[config.mk]
export PLATFORM = sky130hd
export DESIGN_NAME = tmc_ctrl
export DESIGN_NICKNAME = d
export VERILOG_FILES = /design/src/hdl/tmc_pkg.sv /design/src/hdl/tmc_ctrl.sv
export SDC_FILE = /design/constraint.sdc
export NUM_CORES = 1
export LEC_CHECK = 0
export ABC_AREA = 1
export ABC_CLOCK_PERIOD_IN_PS = 1400
export BUFFER_PORTS_ARGS = -buffer_cell sky130_fd_sc_hd__buf_4
export CAP_MARGIN = 30
export CORE_AREA = 2 2 39 41
export CTS_CLUSTER_SIZE = 20
export DETAILED_ROUTE_END_ITERATION = 16
export DIE_AREA = 0 0 41 43
export MAX_ROUTING_LAYER = met4
export SYNTH_ARGS = -nofsm -noshare
export SYNTH_HDL_FRONTEND = slang
export SYNTH_SLANG_ARGS = --single-unit
[constraint.sdc]
create_clock -name clk -period 1.4 [get_ports clk]
set_input_delay 0.07 -clock clk [delete_from_list [all_inputs] [get_ports clk]]
set_output_delay 0.07 -clock clk [all_outputs]
set_load 0.05 [all_outputs]
[src/hdl/tmc_pkg.sv]
package tmc_pkg;

  // Field widths of the command and result transactions
  localparam int CMD_W  = 4;
  localparam int CHAR_W = 8;
  localparam int ROW_W  = 5;
  localparam int COL_W  = 7;
  localparam int CELL_W = 16;

  // Default screen geometry
  localparam int DEF_COLS = 80;
  localparam int DEF_ROWS = 25;

  // Character and attribute constants
  localparam logic [CHAR_W-1:0] RESET_COLOR  = 8'h07;
  localparam logic [CHAR_W-1:0] SPACE_CODE   = 8'h20;
  localparam logic [CHAR_W-1:0] NEWLINE_CODE = 8'h0A;

  // Command codes
  localparam logic [CMD_W-1:0] CMD_PUT_CHAR  = 4'd0;
  localparam logic [CMD_W-1:0] CMD_CLEAR     = 4'd1;
  localparam logic [CMD_W-1:0] CMD_BACKSPACE = 4'd2;
  localparam logic [CMD_W-1:0] CMD_LEFT      = 4'd3;
  localparam logic [CMD_W-1:0] CMD_RIGHT     = 4'd4;
  localparam logic [CMD_W-1:0] CMD_UP        = 4'd5;
  localparam logic [CMD_W-1:0] CMD_DOWN      = 4'd6;
  localparam logic [CMD_W-1:0] CMD_WRITE_AT  = 4'd7;
  localparam logic [CMD_W-1:0] CMD_READ_CELL = 4'd8;

  // Controller to datapath commands
  typedef struct packed {
    logic load_in;    // capture the input transaction
    logic exec;       // run the command on cursor and single cell
    logic fill;       // write one blank cell of a fill sweep
    logic fill_init;  // fill with the reset attribute
    logic scroll;     // advance one step of the scroll sweep
    logic load_out;   // load the result registers
  } ctrl_cmd_t;

  // Datapath to controller status
  typedef struct packed {
    logic go_fill;    // command needs a full-screen blank fill
    logic go_scroll;  // command needs a scroll-up sweep
    logic swp_last;   // sweep counter sits on the last cell
  } dp_stat_t;

  // Build a cell: attribute in the high byte, character in the low byte
  function automatic logic [CELL_W-1:0] make_cell(input logic [CHAR_W-1:0] ch,
                                                   input logic [CHAR_W-1:0] attr);
    return {attr, ch};
  endfunction

endpackage

[src/hdl/tmc_ctrl.sv]
module tmc_ctrl
  import tmc_pkg::*;
(
  input  logic      clk,
  input  logic      rst_n,
  input  logic      in_valid,
  output logic      in_ready,
  output logic      out_valid,
  input  logic      out_ready,
  input  dp_stat_t  stat,
  output ctrl_cmd_t cmd
);

  typedef enum logic [2:0] {
    S_INIT,
    S_IDLE,
    S_EXEC,
    S_FILL,
    S_SCROLL,
    S_FLUSH,
    S_FINISH
  } state_t;

  state_t state_r;
  logic   in_ready_r;
  logic   out_valid_r;
  logic   out_free;

  assign in_ready  = in_ready_r;
  assign out_valid = out_valid_r;
  assign out_free  = !out_valid_r || out_ready;

  // Decode commands for the datapath
  always_comb begin
    cmd           = '0;
    cmd.load_in   = in_valid && in_ready_r;
    cmd.exec      = (state_r == S_EXEC);
    cmd.fill      = (state_r == S_FILL) || (state_r == S_INIT);
    cmd.fill_init = (state_r == S_INIT);
    cmd.scroll    = (state_r == S_SCROLL);
    cmd.load_out  = (state_r == S_FINISH) && out_free;
  end

  // Sequence one transaction at a time
  always_ff @(posedge clk) begin
    if (!rst_n) begin
      state_r     <= S_INIT;
      in_ready_r  <= 1'b0;
      out_valid_r <= 1'b0;
    end else begin
      // Drop the result once taken, unless a new one replaces it this cycle
      if (out_valid_r && out_ready && (state_r != S_FINISH)) begin
        out_valid_r <= 1'b0;
      end
      unique case (state_r)
        S_INIT: begin
          if (stat.swp_last) begin
            state_r    <= S_IDLE;
            in_ready_r <= 1'b1;
          end
        end
        S_IDLE: begin
          if (in_valid) begin
            state_r    <= S_EXEC;
            in_ready_r <= 1'b0;
          end
        end
        S_EXEC: begin
          priority if (stat.go_fill) begin
            state_r <= S_FILL;
          end else if (stat.go_scroll) begin
            state_r <= S_SCROLL;
          end else begin
            state_r <= S_FINISH;
          end
        end
        S_FILL: begin
          if (stat.swp_last) begin
            state_r <= S_FINISH;
          end
        end
        S_SCROLL: begin
          if (stat.swp_last) begin
            state_r <= S_FLUSH;
          end
        end
        S_FLUSH: begin
          state_r <= S_FINISH;
        end
        S_FINISH: begin
          if (out_free) begin
            out_valid_r <= 1'b1;
            state_r     <= S_IDLE;
            in_ready_r  <= 1'b1;
          end
        end
        default: begin
          state_r <= S_IDLE;
        end
      endcase
    end
  end

  // Ready only while waiting for a command
  a_ready_idle: assert property (@(posedge clk) disable iff (!rst_n)
    in_ready_r |-> (state_r == S_IDLE))
    else $error("in_ready high outside idle");

  // A finished transaction shows up on the result side and reopens the input
  a_finish_hand: assert property (@(posedge clk) disable iff (!rst_n)
    (state_r == S_FINISH) && out_free |=> out_valid_r && in_ready_r)
    else $error("finished transaction not presented");

  // No result is presented before the reset clearing pass is over
  a_init_quiet: assert property (@(posedge clk) disable iff (!rst_n)
    (state_r == S_INIT) |-> !out_valid_r && !in_ready_r)
    else $error("handshake active during clearing pass");

endmodule

==> results of run 1 <==
metal layers:
| metal | routed length [um] | GRT usage, % | up-vias | share of wire (%) |
|---|---|---|---|---|
| met1 | 393 | 15.9 | 200 | 43 |
| met2 | 462 | 19.1 | 6 | 51 |
| met5 | 0 | - | - | 0 |
| met4 | 10 | 10.0 | 0 | 1.1 |
| li1 | - | - | 258 | - |
| met3 | 37 | 1.57 | 2 | 4.1 |
synth_stat cells:
master,count,area (sq um)
dfxtp_1,5,100
nand2_1,19,71.3
nand3_2,3,30.0
nand2_2,6,37.5
nand3_1,3,15.0
o21ai_0,3,15.0
buf_6,1,11.3
inv_2,3,11.3
a21oi_1,1,5.00
o21a_1,1,7.51
nor2_4,1,11.3
inv_1,10,37.5
nor2_2,2,12.5
nor2_1,14,52.6
power by group through the flow:
stage | clock network (uW) | logic [uW] | registers [uW]
after floorplan | 0 | 739 | 301
after global placement | 0 | 1050 | 265
after detailed placement | 0 | 1040 | 265
after CTS | 174 | 1040 | 262
after global routing | 182 | 1130 | 279
final | 164 | 1040 | 268
kinds of logic (layout without fill, tap and decap cells):
kind of cell | after synthesis | in the layout
and+or+nand+nor | 48 | 48
buffers and inverters | 14 | 34
AOI/OAI and AO/OA | 5 | 5
DFF | 5 | 5
through the flow:
step           power (uW)  util (%)
2_1_floorplan        1040         -
4_1_cts              1480      42.9
3_5_place_dp         1310      41.0
6_report             1470      43.0
5_1_grt              1590      43.0
3_3_place_gp         1310      41.0
worst max-delay path by stage:
stage	from	to	slack [ns]	cells past startpoint
floorplan	state_r[0]	cmd[3]	-0.01	4
detailed placement	state_r[0]	state_r[0]	0.21	7
finish	state_r[0]	cmd[0]	0.12	5
global route	state_r[0]	cmd[0]	0.02	5
global placement	state_r[2]	in_ready	0.21	9
CTS	state_r[2]	cmd[0]	0.03	5
cells in the final DEF, fill, tap and decap left out, types with 3 or more instances in the layout:
| cell | instances |
|---|---|
| buf_4 | 17 |
| nand3_1 | 3 |
| clkbuf_4 | 3 |
| dfxtp_1 | 3 |
| nor2_1 | 11 |
| nand2_1 | 19 |
| nor2_2 | 4 |
| nand2_2 | 6 |
| inv_1 | 10 |
| inv_2 | 3 |
| nand3_2 | 3 |
area by class of cell:
type	instances	area [sq um]	share of cell area, %
clock buffer	4	26.3	4.41
inverter	13	48.8	8.19
multi-input combinational	53	270	45.4
sequential	5	103	17.2
tap	16	20.0	3.36
timing repair buffer	17	128	21.4
worst min-delay path, cell delays in order:
cell and delay, ns:
buf_4 0.12, nand2_1 0.06, nor2_1 0.03
state kept, by name, summed over array words and instances, names as in the netlist:
| register | flops |
|---|---|
| out_valid | 1 |
| in_ready | 1 |
| state_r | 3 |
what timing repair did:
action,CTS,global route
setup endpoints to repair,0,1
gates resized for setup,0,2
hold buffers,0,0
==> results.json, run 1 <==
{
  "status": "finished clean",
  "slew_viol_final": 0,
  "die_h_um": 43,
  "tightest_slew_ns": 0.242,
  "seqPwrFrac_pct": 18.3,
  "muxShareOfSynthArea_pct": 0,
  "switching_share_pct": 55.8,
  "seq_area_frac_synth_pct": 24.0,
  "drv_cap": 0,
  "synth_simple_gate_area_share_pct": 55.1,
  "grt-ovfl-total": 0,
  "insertion_delay_ns": 0.24,
  "cts.path.max_buffers": 2,
  "synth_compound_area_share_pct": 6.59,
  "relSlewSlack_pct": 83.8,
  "clock_skew_ns": 0.00284,
  "hold_depth": 3,
  "ys_ff_latch": 5,
  "cp_slowest_cell": "dfxtp_1",
  "synthesis.nets": 79,
  "critPathLaunchType": "register",
  "finalWorstSetupSlack_ns": 0.122,
  "finalSetupViolCount": 0,
  "fin_crit_ns": 1.28,
  "cts_root_buffer": "clkbuf_4",
  "synth_top_family_by_area": "simple AND/OR/NAND/NOR gates",
  "setup_tns_ns": 0,
  "dp_hpwl_um": 786,
  "placementRows": 14,
  "dpl_cell_area_sq_um": 567,
  "irDropWorstVdd_v": 0.000797,
  "synthXorXnorAreaFrac_pct": 0,
  "critPathMaxStageDelay_ns": 0.34,
  "drc": 0,
  "ios": 15,
  "clockPowerShare_pct": 11.2,
  "cts_setup_buffers": 0,
  "wirelength_um": 904,
  "p_leak_uw": 0.000328,
  "rsz0062_at_grt": "false",
  "ys_types": 14,
  "routedWlPerCell_um": 8.37,
  "period_share_pct": 91.3,
  "post-place-ws_ns": 0.209,
  "viasPerCell": 4.31,
  "syn_avg_cell_area_sq_um": 5.80,
  "reg2reg_from": "state_r[0]",
  "areaGrowthSynthToFinish_pct": 42.5,
  "numClockSinks": 5,
  "switchingPower_uw": 819,
  "critPathMaxFanout": 5,
  "dr.pass1.iters": 2,
  "clkTransAtPathRegs_ns": 0.04,
  "crit_top_cell": "buf_4",
  "syn_area_sq_um": 418,
  "critical_path_buf_inv_count": 3,
  "fin_area_sq_um": 596,
  "buffer_ports.inserted": 14,
  "die_area_sq_um": 1760,
  "cts_tree": "done",
  "worstSetupEndpointType": "primary output",
  "crit_type": "reg2out",
  "fillCellCount": 155,
  "synth_warnings": 0,
  "initial_utilization_pct": 30.2,
  "power.share.combinational_pct": 70.6,
  "grt_pass1_vias": 398,
  "globalplace.congestion": 0.773,
  "cpLargestDelayFamily": "buffers and inverters",
  "layout.nets": 100,
  "power.density_nw_per_um2": 2470,
  "grt_max_degree": 6,
  "reg2reg_slack_ns": 0.21,
  "cp_cell_sequence": "buf_4, nor2_4, inv_1, nor2_2, buf_4",
  "min_to": "state_r[2]",
  "track_usage_pct": 13.2,
  "placed_cells": 104,
  "die-width_um": 41,
  "timing.hold.ws_ns": 0.0837,
  "grt_pass1_wl_um": 1520,
  "fmax_ghz": 0.783,
  "crit_arrival_ns": 1.21,
  "cts_buffers": 3,
  "worstPathRequired_ns": 1.33,
  "synthAdderAreaFrac_pct": 0,
  "reg2reg_to": "state_r[0]",
  "hold_start": "rst_n",
  "num_vias": 466,
  "core_area_sq_um": 1380,
  "syn_inst": 72,
  "ant_nets": 0,
  "diodes": 0,
  "finalHoldViolations": 0,
  "antenna_found_initial": 0,
  "power.internal_uw": 650,
  "fin_cells": 108,
  "hp-class": "in2reg",
  "rr_worst_depth": 7,
  "drive_above_1_share_pct": 43.5,
  "htreeDepth": 1,
  "drt-initial-drc-count": 5
}
Note: power is estimated with default switching activity, not from simulation.
==> run 2, diff against run 1 <==
Settings changed: CORE_AREA 2 2 39 41 to 10 10 47 49, DIE_AREA 0 0 41 43 to 0 0 57 59.
==> run 2 against run 1 <==
Clock power is 2% lower. Routed wire length up 11%. Register-to-register slack worse by 0.02 ns. Power fell by 1.1%. Setup slack lost 0.016 ns. Critical path type unchanged. Largest cell class unchanged.
==> results.json, run 2 (same netlist as run 1, synthesis figures left out) <==
{
  "top_usage_layer": "met2",
  "drv_cap": 0,
  "worstSetupEndpointType": "primary output",
  "mostFrequentLayoutCells": "nand2_1, buf_4, nor2_1",
  "placed_cells": 103,
  "reg2reg_from": "state_r[0]",
  "buffer_ports.inserted": 14,
  "diodes": 0,
  "fin_area_sq_um": 588,
  "rr_worst_depth": 8,
  "crit_type": "reg2out",
  "hold_buffers": 0,
  "critPathMaxFanout": 5,
  "ant_nets": 0,
  "crit_arrival_ns": 1.22,
  "htreeDepth": 1,
  "cts_resized": 0,
  "fmax_ghz": 0.773,
  "drive_above_1_share_pct": 42.9,
  "insertion_delay_ns": 0.24,
  "ios": 15,
  "drc": 0,
  "power.density_nw_per_um2": 2470,
  "numClockSinks": 5,
  "areaGrowthSynthToFinish_pct": 40.7,
  "dr.pass1.iters": 4,
  "core_area_sq_um": 1400,
  "top_register": "state_r",
  "viasPerCell": 4.23,
  "slew_viol_final": 0,
  "grtUsageMet2_pct": 10.7,
  "status": "finished clean",
  "clock_skew_ns": 0.00337,
  "cts_setup_buffers": 0,
  "antenna_found_initial": 0,
  "grt_pass1_wl_um": 1790,
  "p_leak_uw": 0.000323,
  "irDropWorstVdd_v": 0.00111,
  "timing.hold.ws_ns": 0.0788,
  "cts.path.max_buffers": 2,
  "die_h_um": 59,
  "placementRows": 14,
  "dpl_cell_area_sq_um": 559,
  "grt-ovfl-total": 0,
  "tightest_slew_ns": 0.237,
  "wirelength_um": 1000,
  "initial_utilization_pct": 29.8,
  "drt-initial-drc-count": 10,
  "fin_cells": 107,
  "period_share_pct": 92.4,
  "hold_start": "rst_n",
  "routedWlPerCell_um": 9.38,
  "critical_path.startpoint": "state_r[0]",
  "cts_buffers": 3,
  "die_area_sq_um": 3360,
  "track_usage_pct": 6.66,
  "dp_hpwl_um": 875,
  "num_vias": 453,
  "cts_tree": "done",
  "crit_end": "cmd[0]",
  "critPathLaunchType": "register",
  "finalSetupViolCount": 0,
  "worstPathRequired_ns": 1.33,
  "layout.nets": 99,
  "final_util_pct": 42.0,
  "cts_root_buffer": "clkbuf_4",
  "relSlewSlack_pct": 84.2,
  "globalplace.congestion": 0.792,
  "reg2reg_slack_ns": 0.19,
  "die-width_um": 57,
  "grt_pass1_vias": 479,
  "grt_max_degree": 7,
  "fin_crit_ns": 1.29,
  "final_common_cell": "nand2_1",
  "clkTransAtPathRegs_ns": 0.04,
  "use_met3_pct": 1.72,
  "finalHoldViolations": 0,
  "gr-usage-met1_pct": 6.75,
  "largest_reg_flops": 3,
  "rsz0062_at_grt": "false",
  "hp-class": "in2reg",
  "reg2reg_to": "state_r[0]"
}
[run 2: changes by cell type in the layout (fill, tap and decap cells not counted)]
cell | previous run | this run
buf_4 | 17 | 16
[run 2: worst min-delay path by stage]
stage	cells after the start	endpoint	slack [ns]
2_1_floorplan	2	in_ready	0.19
3_3_place_gp	3	state_r[2]	0.32
3_5_place_dp	3	in_ready	0.32
4_1_cts	3	in_ready	0.08
5_1_grt	3	state_r[2]	0.1
6_report	3	state_r[2]	0.08
[run 2: power breakdown]
| group | internal, uW | switching, uW | leakage [uW] |
|---|---|---|---|
| clock | 107 | 52.9 | 0.0000150 |
| combinational | 329 | 695 | 0.000266 |
| sequential | 199 | 70.0 | 0.0000420 |
| total | 636 | 818 | 0.000323 |
[run 2: metal layers]
layer / wire (um) / part of all wire [%]
met1: 446 / 44
met2: 515 / 51
met5: 0 / 0
met4: 12 / 1.2
met3: 30 / 3.0
[run 2: final cells by class]
class                      count  area [sq um]
inverter                      13          48.8
multi-input combinational     53           270
sequential                     5           103
clock buffer                   4          26.3
tap                           16          20.0
fill                         162           813
timing repair buffer          16           120
[run 2: through the flow]
step,TNS [ns],power (uW),worst slack [ns]
2_1_floorplan,-0.0189,1040,-0.0115
3_3_place_gp,0,1300,0.207
3_5_place_dp,0,1300,0.198
4_1_cts,0,1460,0.0390
5_1_grt,0,1570,0.0344
6_report,0,1450,0.107
[run 2: critical path, stage by stage (launching register included)]
cell and delay, ns:
dfxtp_1 0.34, buf_4 0.17, nor2_4 0.12, inv_1 0.08
nor2_2 0.07, buf_4 0.19
